### src/rtl/bdm_pkg.sv
// bdm_pkg: shared types and constants for the button debounce and mode event block
// used by bdm_lane, bdm_merge and button_debounce_mode_events; no dependencies
package bdm_pkg;

  // button count the block is built for, and the lanes actually instantiated
  localparam int NumButtons = 16;
  localparam int PinW       = 16;
  localparam int NumLanes   = (NumButtons < PinW) ? NumButtons : PinW;

  // fixed field and register widths
  localparam int IdxW   = 4;
  localparam int CntW   = 8;
  localparam int CountW = 5;
  localparam int ModesW = 32;
  localparam int CfgIdxW  = 2;
  localparam int CfgDataW = 32;

  // reset values of the configuration registers
  localparam logic [CntW-1:0]   DebounceReset = CntW'(20);
  localparam logic [ModesW-1:0] ModesReset    = '0;
  localparam logic [CountW-1:0] CountReset    = '0;
  localparam logic [CntW-1:0]   CntMax        = '1;

  // configuration register indexes
  typedef enum logic [CfgIdxW-1:0] {
    CFG_DEBOUNCE_MS  = 2'd0,
    CFG_BUTTON_MODES = 2'd1,
    CFG_BUTTON_COUNT = 2'd2
  } cfg_reg_e;

  // per-button event modes
  typedef enum logic [1:0] {
    MODE_BANG   = 2'd0,
    MODE_TOGGLE = 2'd1,
    MODE_SWITCH = 2'd2,
    MODE_SILENT = 2'd3
  } mode_e;

  // what one lane found on a tick
  typedef struct packed {
    logic send;
    logic value;
  } lane_result_t;

  // one result transaction
  typedef struct packed {
    logic [IdxW-1:0] button_index;
    logic            event_value;
    logic            last_of_tick;
  } event_t;

endpackage

### src/rtl/bdm_lane.sv
// bdm_lane: debounce counter and mode logic for a single button
// depends on bdm_pkg
module bdm_lane (
  input  logic                          clk_i,
  input  logic                          rst_ni,
  input  logic                          tick_i,
  input  logic                          active_i,
  input  logic                          pin_i,
  input  bdm_pkg::mode_e                mode_i,
  input  logic [bdm_pkg::CntW-1:0]      debounce_ms_i,
  output bdm_pkg::lane_result_t         result_o
);

  logic                     last_raw_q, last_raw_d;
  logic [bdm_pkg::CntW-1:0] cnt_q, cnt_d;
  logic                     deb_q, deb_d;
  logic                     seen_q, seen_d;
  logic                     tog_q, tog_d;
  logic                     raw;
  logic                     send;
  logic                     value;

  // debounce: restart on raw change, else saturating count
  always_comb begin
    raw        = ~pin_i;
    last_raw_d = raw;
    if (raw != last_raw_q) begin
      cnt_d = '0;
    end else if (cnt_q != bdm_pkg::CntMax) begin
      cnt_d = cnt_q + 1'b1;
    end else begin
      cnt_d = cnt_q;
    end
    deb_d = (cnt_d > debounce_ms_i) ? raw : deb_q;
  end

  // mode logic on the new debounced level
  always_comb begin
    seen_d = seen_q;
    tog_d  = tog_q;
    send   = 1'b0;
    value  = 1'b0;
    case (mode_i)
      bdm_pkg::MODE_BANG, bdm_pkg::MODE_TOGGLE: begin
        if (deb_d && !seen_q) begin
          seen_d = 1'b1;
          send   = 1'b1;
          if (mode_i == bdm_pkg::MODE_TOGGLE) begin
            tog_d = ~tog_q;
            value = ~tog_q;
          end else begin
            value = 1'b1;
          end
        end else if (!deb_d) begin
          seen_d = 1'b0;
        end
      end
      bdm_pkg::MODE_SWITCH: begin
        if (deb_d != seen_q) begin
          seen_d = deb_d;
          send   = 1'b1;
          value  = deb_d;
        end
      end
      default: begin
      end
    endcase
  end

  assign result_o.send  = send && active_i;
  assign result_o.value = value;

  // state advances only on an accepted tick for an active button
  always_ff @(posedge clk_i or negedge rst_ni) begin
    if (!rst_ni) begin
      last_raw_q <= 1'b0;
      cnt_q      <= '0;
      deb_q      <= 1'b0;
      seen_q     <= 1'b0;
      tog_q      <= 1'b0;
    end else if (tick_i && active_i) begin
      last_raw_q <= last_raw_d;
      cnt_q      <= cnt_d;
      deb_q      <= deb_d;
      seen_q     <= seen_d;
      tog_q      <= tog_d;
    end
  end

endmodule

### src/rtl/bdm_merge.sv
// bdm_merge: collects the lane results of a tick and sends them out in index order
// depends on bdm_pkg
module bdm_merge (
  input  logic                                clk_i,
  input  logic                                rst_ni,
  input  logic                                tick_i,
  input  bdm_pkg::lane_result_t [bdm_pkg::NumLanes-1:0] lanes_i,
  output logic                                busy_o,
  output logic                                out_valid_o,
  input  logic                                out_stall_i,
  output bdm_pkg::event_t                     event_o
);

  logic [bdm_pkg::NumLanes-1:0] pending_q, pending_d;
  logic [bdm_pkg::NumLanes-1:0] vals_q, vals_d;
  logic [bdm_pkg::NumLanes-1:0] rest;
  logic [bdm_pkg::IdxW-1:0]     pick;
  logic                         pop;
  logic                         out_valid_q, out_valid_d;
  bdm_pkg::event_t              event_q, event_d;

  // lowest pending button
  always_comb begin
    pick = '0;
    for (int i = bdm_pkg::NumLanes - 1; i >= 0; i--) begin
      if (pending_q[i]) begin
        pick = bdm_pkg::IdxW'(i);
      end
    end
    rest       = pending_q;
    rest[pick] = 1'b0;
  end

  assign pop = (pending_q != '0) && (!out_valid_q || !out_stall_i);

  // pending mask: loaded on a tick, drained one event per pop
  always_comb begin
    pending_d = pending_q;
    vals_d    = vals_q;
    if (tick_i) begin
      for (int i = 0; i < bdm_pkg::NumLanes; i++) begin
        pending_d[i] = lanes_i[i].send;
        vals_d[i]    = lanes_i[i].value;
      end
    end else if (pop) begin
      pending_d = rest;
    end
  end

  // output register
  always_comb begin
    out_valid_d = out_valid_q;
    event_d     = event_q;
    if (pop) begin
      out_valid_d          = 1'b1;
      event_d.button_index = pick;
      event_d.event_value  = vals_q[pick];
      event_d.last_of_tick = (rest == '0);
    end else if (!out_stall_i) begin
      out_valid_d = 1'b0;
    end
  end

  always_ff @(posedge clk_i or negedge rst_ni) begin
    if (!rst_ni) begin
      pending_q   <= '0;
      out_valid_q <= 1'b0;
    end else begin
      pending_q   <= pending_d;
      out_valid_q <= out_valid_d;
    end
  end

  always_ff @(posedge clk_i) begin
    vals_q  <= vals_d;
    event_q <= event_d;
  end

  assign busy_o      = (pending_q != '0);
  assign out_valid_o = out_valid_q;
  assign event_o     = event_q;

  // the chosen button is always one that is pending
  a_pick_pending: assert property (@(posedge clk_i) disable iff (!rst_ni)
    (pending_q != '0) |-> pending_q[pick])
    else $error("picked button is not pending");

  // a popped button leaves the pending mask
  a_pop_clears: assert property (@(posedge clk_i) disable iff (!rst_ni)
    pop |=> !pending_q[$past(pick)])
    else $error("popped button still pending");

  // last flag marks the pop that empties the mask
  a_last_flag: assert property (@(posedge clk_i) disable iff (!rst_ni)
    pop |=> (event_q.last_of_tick == ($past(rest) == '0)))
    else $error("last_of_tick does not match drained mask");

  // a new tick is never loaded over pending events
  a_no_overwrite: assert property (@(posedge clk_i) disable iff (!rst_ni)
    tick_i |-> (pending_q == '0))
    else $error("tick loaded while events pending");

endmodule

### src/rtl/button_debounce_mode_events.sv
// Button debounce with per-button event modes. Each accepted transaction on the input
// channel is one millisecond tick of active-low pin levels. All buttons are debounced
// and evaluated together by parallel lanes; the events of a tick then leave the merge
// stage one event per cycle while the output does not stall, lowest button index first,
// with last_of_tick on the final one. The next tick is accepted in the cycle after every
// event of the previous one has moved into the output register; the input is stalled
// until then. A tick that causes no event produces no result transaction. Configuration
// writes are always accepted (cfg_ready_o is tied high); index 3 is ignored.
// depends on bdm_pkg, bdm_lane, bdm_merge
module button_debounce_mode_events (
  input  logic                              clk_i,
  input  logic                              rst_ni,
  // tick input
  input  logic                              in_valid_i,
  output logic                              in_stall_o,
  input  logic [bdm_pkg::PinW-1:0]          pin_levels_i,
  // event output
  output logic                              out_valid_o,
  input  logic                              out_stall_i,
  output logic [bdm_pkg::IdxW-1:0]          button_index_o,
  output logic                              event_value_o,
  output logic                              last_of_tick_o,
  // configuration writes
  input  logic                              cfg_valid_i,
  output logic                              cfg_ready_o,
  input  logic [bdm_pkg::CfgIdxW-1:0]       cfg_index_i,
  input  logic [bdm_pkg::CfgDataW-1:0]      cfg_data_i
);

  logic [bdm_pkg::CntW-1:0]   debounce_ms_q;
  logic [bdm_pkg::ModesW-1:0] button_modes_q;
  logic [bdm_pkg::CountW-1:0] button_count_q;
  logic                       tick;
  logic                       busy;
  bdm_pkg::lane_result_t [bdm_pkg::NumLanes-1:0] lanes;
  bdm_pkg::event_t            event_out;

  assign cfg_ready_o = 1'b1;
  assign in_stall_o  = busy;
  assign tick        = in_valid_i && !busy;

  // configuration registers
  always_ff @(posedge clk_i or negedge rst_ni) begin
    if (!rst_ni) begin
      debounce_ms_q  <= bdm_pkg::DebounceReset;
      button_modes_q <= bdm_pkg::ModesReset;
      button_count_q <= bdm_pkg::CountReset;
    end else if (cfg_valid_i) begin
      case (bdm_pkg::cfg_reg_e'(cfg_index_i))
        bdm_pkg::CFG_DEBOUNCE_MS:  debounce_ms_q  <= cfg_data_i[bdm_pkg::CntW-1:0];
        bdm_pkg::CFG_BUTTON_MODES: button_modes_q <= cfg_data_i[bdm_pkg::ModesW-1:0];
        bdm_pkg::CFG_BUTTON_COUNT: button_count_q <= cfg_data_i[bdm_pkg::CountW-1:0];
        default: begin
        end
      endcase
    end
  end

  // one lane per button
  for (genvar g = 0; g < bdm_pkg::NumLanes; g++) begin : g_lane
    bdm_lane u_lane (
      .clk_i         (clk_i),
      .rst_ni        (rst_ni),
      .tick_i        (tick),
      .active_i      (bdm_pkg::CountW'(g) < button_count_q),
      .pin_i         (pin_levels_i[g]),
      .mode_i        (bdm_pkg::mode_e'(button_modes_q[2*g +: 2])),
      .debounce_ms_i (debounce_ms_q),
      .result_o      (lanes[g])
    );
  end

  // event ordering and output register
  bdm_merge u_merge (
    .clk_i       (clk_i),
    .rst_ni      (rst_ni),
    .tick_i      (tick),
    .lanes_i     (lanes),
    .busy_o      (busy),
    .out_valid_o (out_valid_o),
    .out_stall_i (out_stall_i),
    .event_o     (event_out)
  );

  assign button_index_o = event_out.button_index;
  assign event_value_o  = event_out.event_value;
  assign last_of_tick_o = event_out.last_of_tick;

endmodule

### config.mk
export PLATFORM = sky130hd
export DESIGN_NAME = button_debounce_mode_events
export DESIGN_NICKNAME = d
export VERILOG_FILES = /design/src/rtl/bdm_pkg.sv /design/src/rtl/bdm_lane.sv /design/src/rtl/bdm_merge.sv /design/src/rtl/button_debounce_mode_events.sv
export SDC_FILE = /design/constraint.sdc
export NUM_CORES = 1
export LEC_CHECK = 0
export BUFFER_PORTS_ARGS = -buffer_cell sky130_fd_sc_hd__clkbuf_2
export CAP_MARGIN = 20
export CORE_MARGIN = 3
export CORE_UTILIZATION = 35
export DETAILED_ROUTE_END_ITERATION = 8
export PLACE_DENSITY = 0.54
export SLEW_MARGIN = 25
export SYNTH_ARGS = -nofsm -noshare
export SYNTH_HDL_FRONTEND = slang
export SYNTH_HIERARCHICAL = 1
export SYNTH_SLANG_ARGS = --single-unit
### constraint.sdc
create_clock -name clk_i -period 11.8 [get_ports clk_i]
set_clock_uncertainty 0.2 [all_clocks]
set_input_delay 2.95 -clock clk_i [delete_from_list [all_inputs] [get_ports clk_i]]
set_output_delay 2.95 -clock clk_i [all_outputs]
set_load 0.01 [all_outputs]
==> implementation parameters, run 1 <==
Parameter                              Value

Power
  Power per unit of standard cell area ... 221.2 nW/um^2
  Combinational power share ... 45.9%
  Switching part of the total ... 43.75%
  VDD IR-drop max ... 113.9 uV
  Sequential cell fraction of total power ... 30.2%
  Reported leakage power ... ~11 nW
  Part of the power in the clock network ... a little under a quarter
  Cell-internal power ... 2.956 mW
  P_sw ... 2.299 mW

Synth
  Number of register bits inferred by synthesis ... 276
  Share of synthesized registers carrying an async set or reset ... 92.03%
  Cells after synthesis ... around 2.4k
  Count of warnings emitted by yosys ... 6
  Synthesized netlist net count ... ~2.7k
  Number of enable flip-flop cells after synthesis ... 22
  Biggest area contributors in the synthesized netlist ... sky130_fd_sc_hd__dfrtp_1 29%, sky130_fd_sc_hd__ha_1 11%, sky130_fd_sc_hd__nand2_1 4.1%, sky130_fd_sc_hd__nor2_1 3.8%, sky130_fd_sc_hd__inv_1 3.5%
  Share of the synthesized area in the top cell type ... 29.25%
  Top-count cell post-synth ... sky130_fd_sc_hd__dfrtp_1
  Leading area contributor after synthesis ... sky130_fd_sc_hd__dfrtp_1
  Sequential cell area fraction in the yosys report ... 32.56%
  Post-synthesis cell area ... 21,560 sq um
  Commonest cells in the synthesized netlist ... 252 x sky130_fd_sc_hd__dfrtp_1, 238 x sky130_fd_sc_hd__nand2_1, 220 x sky130_fd_sc_hd__nor2_1
  Most frequently used flop master after synthesis ... sky130_fd_sc_hd__dfrtp_1
  Count of distinct cell types in the synthesized netlist ... 78
  Avg Synthesized Cell Area ... between 8 and 9 sq um

Clocking
  TritonCTS clock tree ... built
  Clock insertion delay at the later pin of the skew report ... 0.56 ns
  H-Tree Level Count ... 2
  Post-cts hold buffer count ... 0
  Largest buffer count on any clock path ... 3
  Clock slew at reported path FFs ... 0.05 ns
  Count of clock tree sinks ... 276
  CTS resizes ... 0
  Number of clock buffers inserted by TritonCTS ... 37
  Clk root buf ... sky130_fd_sc_hd__clkbuf_16
  Setup bufs post-CTS ... 0

Route
  Post-DR vias/cell ... around 5.5
  Count of nets left with antenna violations after detail routing ... 0
  Initial DRT Pass Iterations ... 6
  Via count ... 17.93k
  Initial DRC Count ... around 1.2k
  Remaining routing DRC violations ... 0
  Routed wire length ... 57.65 mm
  Routed wirelength normalized by instance count ... 17.64 um

Setup path
  Arrival time of the worst setup path ... 6.25 ns
  Path type of the worst setup path ... input port to flop
  Critical Path End Type ... flop
  Cell depth of the worst flop-to-flop path ... 11
  RR Startpoint ... u_merge/pending_q[9]
  Worst Setup Start Kind ... input port
  Origin of the worst setup path ... pin_levels_i[7]
  Required arrival time at the worst endpoint ... 12.09 ns
  Critical path peak fanout ... 9

Placement
  Area after detailed placement ... about 22,000 sq um
  Gpl congestion ... 0.8547
  Detailed placer's ending HPWL ... between 40 and 50 mm
  Number of buffers added on ports ... 62

STA
  Hold slack final ... about 0.27 ns
  Setup repair after global routing missed its margin ... no
  Maximum operating frequency ... 167.6 MHz
  Final period demand of the worst path ... 5.966 ns
  Slew Limit Headroom ... 42.29%
  Max-slew violation count ... 0
  Share of the cycle needed by the critical path after routing ... 50.56%
  Final number of setup-violating endpoints ... 0
  Count of final hold-check violations ... 0
  Final setup TNS ... 0 ns
  Transition time of the tightest slew-check pin ... approximately 0.87 ns

Cells and area
  Area Overhead vs Synth ... 10.22%
  Area of all placed cells without fillers ... 23,760 sq um
  Final Core Density ... 39.14%
  Count of antenna diodes in the layout ... 0
  Final net count ... 2,704
  Share of final-layout standard cells stronger than drive strength 1 ... 11.58%

Die
  Starting density of the core ... a little over a third
  Core box area ... 60,700 sq um
  I/O pins ... 64
  Row count ... 90
  Area enclosed by the die boundary ... 64,600 sq um
  Die Y-Extent ... 254.2 um
  Horizontal die dimension ... around 250 um

Global route
  Overflow left after global routing ... 0
  Number of global-route vias before repair ... 17.78k
  All-layer global routing usage ... 17.92%
  Number of antenna violations at the first check in global routing ... 1
  Pin count of the biggest net entering global routing ... about 130
  Wire length of the first global-routing pass ... 93.86 mm

Run status
  Outcome ... finished, final reports clean

Worst hold path
  Startpoint of the most critical hold path ... g_lane[5].u_lane/tog_q
  Depth of the worst hold-timing path ... 1
  Type of the tightest min-delay check ... flop to flop

Job
  Max Cap Violations ... 0
[per-layer routing]
metal	GRT usage (%)	vias to the layer above	wire length, um
li1	-	8804	-
met1	23.74	8733	26730
met2	30.75	325	27390
met3	2.682	70	2392
met4	4.522	2	1121
met5	0	-	13
[area by class of cell]
class	count	area (sq um)
timing repair buffer	71	420.4
inverter	202	758.2
tap	782	978.4
multi-input combinational	1869	13230
clock inverter	16	242.7
fill	6016	36940
sequential	276	7019
clock buffer	52	1115
[cells by family (layout without fill, tap and decap cells)]
kind of cell	Yosys count	in the layout	synth area share, %
AND/OR/NAND/NOR	826	826	20.16
AO/OA/AOI/OAI	643	643	20.27
buffers and inverters	282	341	6.153
flip-flops	276	276	32.56
adder cells (fa/ha/maj)	193	193	11.19
multiplexers	110	110	5.462
XOR/XNOR	96	96	4.179
other	1	1	0.01740
[registers in the layout (all words and copies together) (netlist names)]
register / cells
g_lane.u_lane/deb_q: 16
button_count_q: 5
u_merge/event_o: 6
g_lane.u_lane/seen_q: 16
g_lane.u_lane/last_raw_q: 16
button_modes_q: 32
u_merge/vals_q: 16
debounce_ms_q: 8
u_merge/pending_q: 16
g_lane.u_lane/cnt_q: 128
u_merge/out_valid_o: 1
g_lane.u_lane/tog_q: 16
[worst max-delay path, cell delays in order]
cell and delay [ns]:
sky130_fd_sc_hd__clkbuf_2 0.15, sky130_fd_sc_hd__xnor2_2 0.39, sky130_fd_sc_hd__nor2_1 0.12, sky130_fd_sc_hd__ha_1 0.34, sky130_fd_sc_hd__nand2_1 0.09, sky130_fd_sc_hd__o21ai_2 0.24
sky130_fd_sc_hd__and4b_1 0.22, sky130_fd_sc_hd__nor3_1 0.26, sky130_fd_sc_hd__and2_1 0.23, sky130_fd_sc_hd__ha_1 0.26, sky130_fd_sc_hd__nor3b_1 0.30, sky130_fd_sc_hd__o21ai_0 0.15
sky130_fd_sc_hd__a21oi_1 0.22, sky130_fd_sc_hd__a21boi_0 0.21, sky130_fd_sc_hd__a31o_2 0.12
[per-stage QoR]
stage	power (mW)	std cells	setup WS, ns
after floorplan	3.357	2427	5.822
after global placement	3.912	3199	5.413
after detailed placement	3.994	3200	5.330
after CTS	5.295	3268	5.900
after global routing	5.690	3268	5.416
final	5.255	3268	5.834
[cell usage in the layout, fill, tap and decap left out, drive strengths merged, types with 33 or more instances in the layout]
cell type  netlist  routed
dfrtp          252     252
nand2          238     238
nor2           220     220
inv            202     203
ha             192     192
o21ai          170     170
a21oi          142     142
clkbuf          35     113
nand3           69      69
nor2b           65      65
o21a            64      64
mux2            61      61
xnor2           56      56
nand4           56      56
mux2i           49      49
a31oi           42      42
and3            42      42
xor2            40      40
and2            34      34
a22o            33      33
[power groups by stage]
stage,registers (mW),clock network (mW),logic [mW]
after floorplan,1.48,0,1.87
after global placement,1.59,0,2.32
after detailed placement,1.60,0,2.39
after CTS,1.59,1.30,2.41
after global routing,1.63,1.33,2.73
final,1.59,1.25,2.41
[worst paths after layout]
path	endpoint	slack [ns]
worst max register to register	g_lane[7].u_lane/seen_q	7.38
worst min register to register	g_lane[5].u_lane/tog_q	0.27
min in group asynchronous	g_lane[4].u_lane/cnt_q[0]	2.20
worst max-delay path	g_lane[7].u_lane/seen_q	5.83
max in group asynchronous	g_lane[8].u_lane/cnt_q[3]	8.03
worst min-delay path	g_lane[5].u_lane/tog_q	0.27
Power figures use the tool's default switching activity.
==> inputs of run 2 (changes only) <==
ABC_AREA = 1   (was default)
PLACE_DENSITY = 0.56   (was 0.54)
clock period = 4.9 ns   (was 11.8 ns; I/O delays follow)
==> implementation parameters, run 2 <==
Parameter                              Value

Route
  Routed wire length ... 51.99 mm
  Routed wirelength normalized by instance count ... 13.89 um
  Initial DRC Count ... 976
  Post-DR vias/cell ... 4.721
  Count of nets left with antenna violations after detail routing ... 0
  Via count ... 17.67k
  Initial DRT Pass Iterations ... 5
  Remaining routing DRC violations ... 0

Global route
  All-layer global routing usage ... 16.51%
  Number of antenna violations at the first check in global routing ... 1
  Pin count of the biggest net entering global routing ... 101
  Wire length of the first global-routing pass ... approximately 85 mm
  Number of global-route vias before repair ... 16.41k
  Overflow left after global routing ... 0

Synth
  Count of warnings emitted by yosys ... 6
  Share of the synthesized area in the top cell type ... between 20% and 30%
  Biggest area contributors in the synthesized netlist ... sky130_fd_sc_hd__dfrtp_1 30%, sky130_fd_sc_hd__nand2_1 14%, sky130_fd_sc_hd__ha_1 11%, sky130_fd_sc_hd__inv_1 8.9%, sky130_fd_sc_hd__nand3_1 3.8%
  Synthesized netlist net count ... 3,119
  Share of synthesized registers carrying an async set or reset ... 92.03%
  Most frequently used flop master after synthesis ... sky130_fd_sc_hd__dfrtp_1
  Sequential cell area fraction in the yosys report ... 33.10%
  Post-synthesis cell area ... 21,210 sq um
  Leading area contributor after synthesis ... sky130_fd_sc_hd__dfrtp_1
  Number of enable flip-flop cells after synthesis ... 22
  Commonest cells in the synthesized netlist ... 806 x sky130_fd_sc_hd__nand2_1, 500 x sky130_fd_sc_hd__inv_1, 252 x sky130_fd_sc_hd__dfrtp_1
  Avg Synthesized Cell Area ... 7.383 sq um
  Top-count cell post-synth ... sky130_fd_sc_hd__nand2_1
  Count of distinct cell types in the synthesized netlist ... 51
  Cells after synthesis ... 2,872
  Number of register bits inferred by synthesis ... 276

STA
  Final setup TNS ... 0 ns
  Slew Limit Headroom ... a little under a third
  Setup repair after global routing missed its margin ... no
  Max-slew violation count ... 0
  Count of final hold-check violations ... 0
  Share of the cycle needed by the critical path after routing ... 73.88%
  Setup slack of the critical path after layout ... between 1 and 1.5 ns
  Final period demand of the worst path ... ~3.6 ns
  Hold slack final ... 0.2703 ns
  Transition time of the tightest slew-check pin ... approximately 1.0 ns
  Maximum operating frequency ... 276.2 MHz
  Final number of setup-violating endpoints ... 0

Cells and area
  Count of antenna diodes in the layout ... 0
  Area Overhead vs Synth ... 11.45%
  Number of flip-flops in the largest register ... 128
  Commonest non-fill, non-tap cell in the layout ... sky130_fd_sc_hd__nand2_1
  Share of final-layout standard cells stronger than drive strength 1 ... roughly 14%
  Final Core Density ... between 30 and 40%
  Commonest cells after routing, fill and taps aside ... 806 x sky130_fd_sc_hd__nand2_1, 500 x sky130_fd_sc_hd__inv_1, 250 x sky130_fd_sc_hd__dfrtp_1, 192 x sky130_fd_sc_hd__ha_1, 161 x sky130_fd_sc_hd__nand3_1
  Final net count ... ~3.2k
  Registers with the highest flip-flop counts ... g_lane.u_lane/cnt_q: 128 flops, button_modes_q: 32 flops
  Most flop-heavy register ... g_lane.u_lane/cnt_q

Setup path
  Critical path peak fanout ... 26
  Register-to-Register Setup Slack ... ~1.3 ns
  Critical Path End Type ... flop
  Required arrival time at the worst endpoint ... 5.19 ns
  Path type of the worst setup path ... flop to flop
  Cell depth of the worst flop-to-flop path ... 14
  Worst flop-to-flop path endpoint ... g_lane[7].u_lane/seen_q
  RR Startpoint ... u_merge/pending_q[15]
  Arrival time of the worst setup path ... 3.91 ns
  Worst Setup Start Kind ... flop

Run status
  Outcome ... finished, final reports clean

Placement
  Number of buffers added on ports ... 62
  Post-placement setup slack ... around 0.85 ns
  Gpl congestion ... 0.8447
  Detailed placer's ending HPWL ... about 38 mm

Clocking
  Clock insertion delay at the later pin of the skew report ... 0.55 ns
  Largest buffer count on any clock path ... 3
  CTS resizes ... 0
  Number of clock buffers inserted by TritonCTS ... 36
  Clock slew at reported path FFs ... 0.06 ns
  TritonCTS clock tree ... built
  Clk root buf ... sky130_fd_sc_hd__clkbuf_16
  Post-cts hold buffer count ... 0
  Count of clock tree sinks ... about 280
  Setup bufs post-CTS ... 0
  H-Tree Level Count ... 2

Worst hold path
  Depth of the worst hold-timing path ... 1
  Startpoint of the most critical hold path ... g_lane[6].u_lane/tog_q
  Hold Path Sink ... g_lane[6].u_lane/tog_q
  Type of the tightest min-delay check ... flop to flop

Die
  Die Y-Extent ... 252.1 um
  Row count ... 89
  Starting density of the core ... 35.66%
  Horizontal die dimension ... 252.1 um
  Core box area ... 59,460 sq um
  I/O pins ... 64
  Area enclosed by the die boundary ... ~64,000 sq um

Power
  Power per unit of standard cell area ... a little under 500 nW/um^2
  Design Power ... 11.72 mW
  Reported leakage power ... 12.22 nW
  VDD IR-drop max ... approximately 250 uV

Job
  Max Cap Violations ... 0
-- run 2: cell types whose count changed after synthesis, sizes merged, moves of 37 or more --
cell,delta
a21oi,-62
inv,+338
mux2,-61
mux2i,-49
nand2,+602
nand3,+117
nor2,-45
nor2b,-65
nor3,+42
o21a,-48
o21ai,+37
xnor2,-40
-- run 2: worst max-delay path, cell delays in order, from the launching register on --
cell and delay [ns]:
sky130_fd_sc_hd__dfrtp_1 0.41, sky130_fd_sc_hd__inv_2 0.10, sky130_fd_sc_hd__nand2_4 0.06, sky130_fd_sc_hd__nor3_4 0.21, sky130_fd_sc_hd__inv_1 0.10, sky130_fd_sc_hd__nor2_1 0.09
sky130_fd_sc_hd__nand2_1 0.22, sky130_fd_sc_hd__nor2_4 0.66, sky130_fd_sc_hd__buf_4 0.34, sky130_fd_sc_hd__nand2_1 0.39, sky130_fd_sc_hd__inv_1 0.36, sky130_fd_sc_hd__o21ai_0 0.17
sky130_fd_sc_hd__a21oi_1 0.14, sky130_fd_sc_hd__nand2_1 0.06, sky130_fd_sc_hd__nand2_1 0.05
-- run 2: through the flow --
step                cells  area [sq um]
floorplan            2872         21210
global placement     3679         22370
detailed placement   3679         22370
CTS                  3743         23630
global route         3743         23630
finish               3743         23630
-- run 2: power by group --
part	switching (mW)	total (mW)	internal, mW
Combinational	3.48	5.16	1.68
Sequential	0.688	3.71	3.02
Clock	1.03	2.84	1.81
Total	5.21	11.7	6.51
-- run 2: final cells by class --
| class | instances | area [sq um] |
|---|---|---|
| Sequential cell | 276 | 7022 |
| Inverter | 547 | 2056 |
| Multi-Input combinational cell | 2004 | 11840 |
| Clock buffer | 55 | 1064 |
| Fill cell | 6180 | 35830 |
| Tap cell | 773 | 967.2 |
| Timing Repair Buffer | 79 | 485.5 |
| Clock inverter | 9 | 197.7 |
-- run 2: cells by family (layout without fill, tap and decap cells) --
logic type | after synthesis | count (layout) | synth area share (%)
XOR/XNOR | 40 | 40 | 1.971
AO/OA/AOI/OAI | 382 | 382 | 11.48
buffers and inverters | 592 | 690 | 11.09
AND/OR/NAND/NOR | 1389 | 1389 | 31.02
flip-flops | 276 | 276 | 33.10
adder cells (fa/ha/maj) | 192 | 192 | 11.33
other | 1 | 1 | 0.01768
-- run 2: per-layer routing --
metal | part of all wire [%] | track usage (%)
met1 | 50 | 22.90
met2 | 46 | 27.64
met3 | 3.1 | 2.212
met4 | 1.6 | 3.411
met5 | 0.025 | 0
-- run 2: worst max path at each step --
stage | from | end | slack, ns | depth (start not counted)
after floorplan | in_valid_i | g_lane[14].u_lane/seen_q | 1.15 | 8
final | u_merge/pending_q[15] | g_lane[7].u_lane/seen_q | 1.28 | 14
after global routing | u_merge/pending_q[15] | g_lane[7].u_lane/seen_q | 0.93 | 14
after CTS | u_merge/pending_q[15] | g_lane[7].u_lane/seen_q | 1.23 | 14
after global placement | pin_levels_i[13] | g_lane[13].u_lane/seen_q | 0.87 | 17
after detailed placement | pin_levels_i[13] | g_lane[13].u_lane/seen_q | 0.85 | 19
==> inputs of run 3 (changes only) <==
ABC_AREA = 0   (was 1)
PLACE_DENSITY = 0.54   (was 0.56)
clock period = 3.56 ns   (was 4.9 ns; I/O delays follow)
==> implementation parameters, run 3 (synthesis gave the netlist of run 1 again) <==
Parameter                              Value

Power
  Power per unit of standard cell area ... 704.2 nW/um^2
  VDD IR-drop max ... 361.2 uV
  Design Power ... between 20 and 25 mW
  Reported leakage power ... 13.73 nW

Run status
  Outcome ... finished with violations
  Violated checks ... setup timing

Cells and area
  Final net count ... 3,236
  Commonest non-fill, non-tap cell in the layout ... sky130_fd_sc_hd__buf_4
  Fill cell instance count of the final layout ... 5,580
  Most flop-heavy register ... g_lane.u_lane/cnt_q
  Commonest cells after routing, fill and taps aside ... 505 x sky130_fd_sc_hd__buf_4, 239 x sky130_fd_sc_hd__dfrtp_1, 229 x sky130_fd_sc_hd__nand2_1, 204 x sky130_fd_sc_hd__nor2_1, 202 x sky130_fd_sc_hd__inv_1
  Registers with the highest flip-flop counts ... g_lane.u_lane/cnt_q: 128 flops, button_modes_q: 32 flops
  Register area ... 7036 sq um
  Area Overhead vs Synth ... 37.10%
  Area of all placed cells without fillers ... ~30,000 sq um
  Total area of multi-input combinational cells ... 14,960 sq um
  Number of flip-flops in the largest register ... 128
  Count of antenna diodes in the layout ... 0
  Share of final-layout standard cells stronger than drive strength 1 ... 35.85%

Worst hold path
  Type of the tightest min-delay check ... input port to async pin

Clocking
  Count of clock tree sinks ... 276
  Clock insertion delay at the later pin of the skew report ... 0.56 ns
  Clock slew at reported path FFs ... 0.06 ns
  Number of clock buffers inserted by TritonCTS ... 38
  H-Tree Level Count ... 2
  TritonCTS clock tree ... built
  Clk root buf ... sky130_fd_sc_hd__clkbuf_16
  Post-cts hold buffer count ... 0
  Largest buffer count on any clock path ... 3

Route
  Routed wirelength normalized by instance count ... 17.36 um
  Routed wire length ... 65.95 mm
  Via count ... 20.34k
  Count of nets left with antenna violations after detail routing ... 0
  Remaining routing DRC violations ... 0
  Initial DRT Pass Iterations ... 5
  Post-DR vias/cell ... 5.351
  Initial DRC Count ... 976

STA
  Count of final hold-check violations ... 0
  Transition time of the tightest slew-check pin ... 0.7902 ns
  Slew Limit Headroom ... 46.49%
  Setup slack of the critical path after layout ... -0.2287 ns
  Max-slew violation count ... 0
  Maximum operating frequency ... 263.9 MHz
  Final period demand of the worst path ... 3.789 ns
  Final number of setup-violating endpoints ... 12
  Setup repair after global routing missed its margin ... yes
  Share of the cycle needed by the critical path after routing ... 106.4%

Job
  Max Cap Violations ... 0

Die
  Core box area ... 60,700 sq um
  Starting density of the core ... between 30% and 40%
  I/O pins ... 64
  Area enclosed by the die boundary ... 64,600 sq um
  Horizontal die dimension ... 254.2 um
  Die Y-Extent ... 254.2 um
  Row count ... 90

Global route
  Pin count of the biggest net entering global routing ... 84
  All-layer global routing usage ... 19.78%
  Overflow left after global routing ... 0
  Wire length of the first global-routing pass ... roughly 100 mm
  Number of global-route vias before repair ... 20.60k
  Number of antenna violations at the first check in global routing ... 1

Placement
  Area after detailed placement ... roughly 25,000 sq um
  Gpl congestion ... just under 0.9
  Number of buffers added on ports ... 62
  Detailed placer's ending HPWL ... approximately 46 mm

Setup path
  Path type of the worst setup path ... flop to flop
  Critical Path End Type ... flop
  Maximum cell stage delay along the critical path ... 0.39 ns
  Ordered cell list for the critical path ... ha_2 > and2_4 > nand4_4 > mux2i_1 > nor2_1 > ha_1 > nor2b_4 > o211ai_1 > buf_4 > a211o_1 > o311ai_4 > nor2_2 > buf_4 > buf_6 > ha_1 > nor4_1 > a21oi_2 > o311ai_2 > o21ai_1
  Top Family by Delay on Critical Path ... simple AND/OR/NAND/NOR gates
  Arrival time of the worst setup path ... 4.02 ns
  Count of buffer and inverter cells on the critical path ... 3
  Worst Setup Start Kind ... flop
  Critical path peak fanout ... 5
  Master of the slowest instance on the critical path ... sky130_fd_sc_hd__dfrtp_1
  Required arrival time at the worst endpoint ... 3.80 ns
## run 3: worst paths after layout
kind | startpoint | endpoint | slack, ns | cells after the start
min | rst_ni | g_lane[2].u_lane/cnt_q[6] | 0.19 | 1
max in group asynchronous | rst_ni | u_merge/pending_q[10] | 2.21 | 2
min in group clk_i | g_lane[13].u_lane/tog_q | g_lane[13].u_lane/tog_q | 0.27 | 1
max reg2reg | g_lane[12].u_lane/cnt_q[1] | g_lane[12].u_lane/seen_q | -0.23 | 19
max | g_lane[12].u_lane/cnt_q[1] | g_lane[12].u_lane/seen_q | -0.23 | 19
min reg2reg | g_lane[13].u_lane/tog_q | g_lane[13].u_lane/tog_q | 0.27 | 1
## run 3: area by class of cell
| type | instances | share of cell area, % |
|---|---|---|
| Multi-Input combinational cell | 1869 | 50.62 |
| Inverter | 202 | 2.566 |
| Clock buffer | 53 | 3.683 |
| Tap cell | 782 | 3.311 |
| Timing Repair Buffer | 602 | 15.57 |
| Clock inverter | 16 | 0.4446 |
| Sequential cell | 276 | 23.81 |
## run 3: repair_timing
action,CTS,global route
pin swaps,115,209
buffers inserted,111,73
endpoints found under the setup margin,37,96
resized for setup,85,307
## run 3: power breakdown
| part | leakage [nW] | internal, mW | switching, mW |
|---|---|---|---|
| registers | 3.43 | 4.17 | 0.967 |
| logic | 9.70 | 5.56 | 6.30 |
| clock network | 0.595 | 2.27 | 1.53 |
| total | 13.7 | 12.0 | 8.80 |
## run 3: metrics by stage
| step | setup TNS [ns] | cells | worst slack, ns | utilization [%] | hold slack [ns] |
|---|---|---|---|---|---|
| floorplan | -0.9252 | 2427 | -0.1322 | - | 0.2457 |
| global placement | -11.75 | 3566 | -0.4519 | 41.93 | 0.2599 |
| detailed placement | -17.35 | 3566 | -0.5206 | 41.93 | 0.2636 |
| CTS | -0.5777 | 3743 | -0.1067 | 45.75 | 0.2025 |
| global route | -5.930 | 3800 | -0.4393 | 48.69 | 0.2419 |
| finish | -1.228 | 3800 | -0.2287 | 48.69 | 0.1914 |
## run 3: metal layers
layer / track usage (%) / up-vias / share of wire, %
li1: - / 9874 / -
met1: 24.94 / 9935 / 44
met2: 34.47 / 392 / 49
met3: 2.539 / 132 / 3.7
met4: 7.765 / 2 / 3.4
met5: 0 / - / 0.020
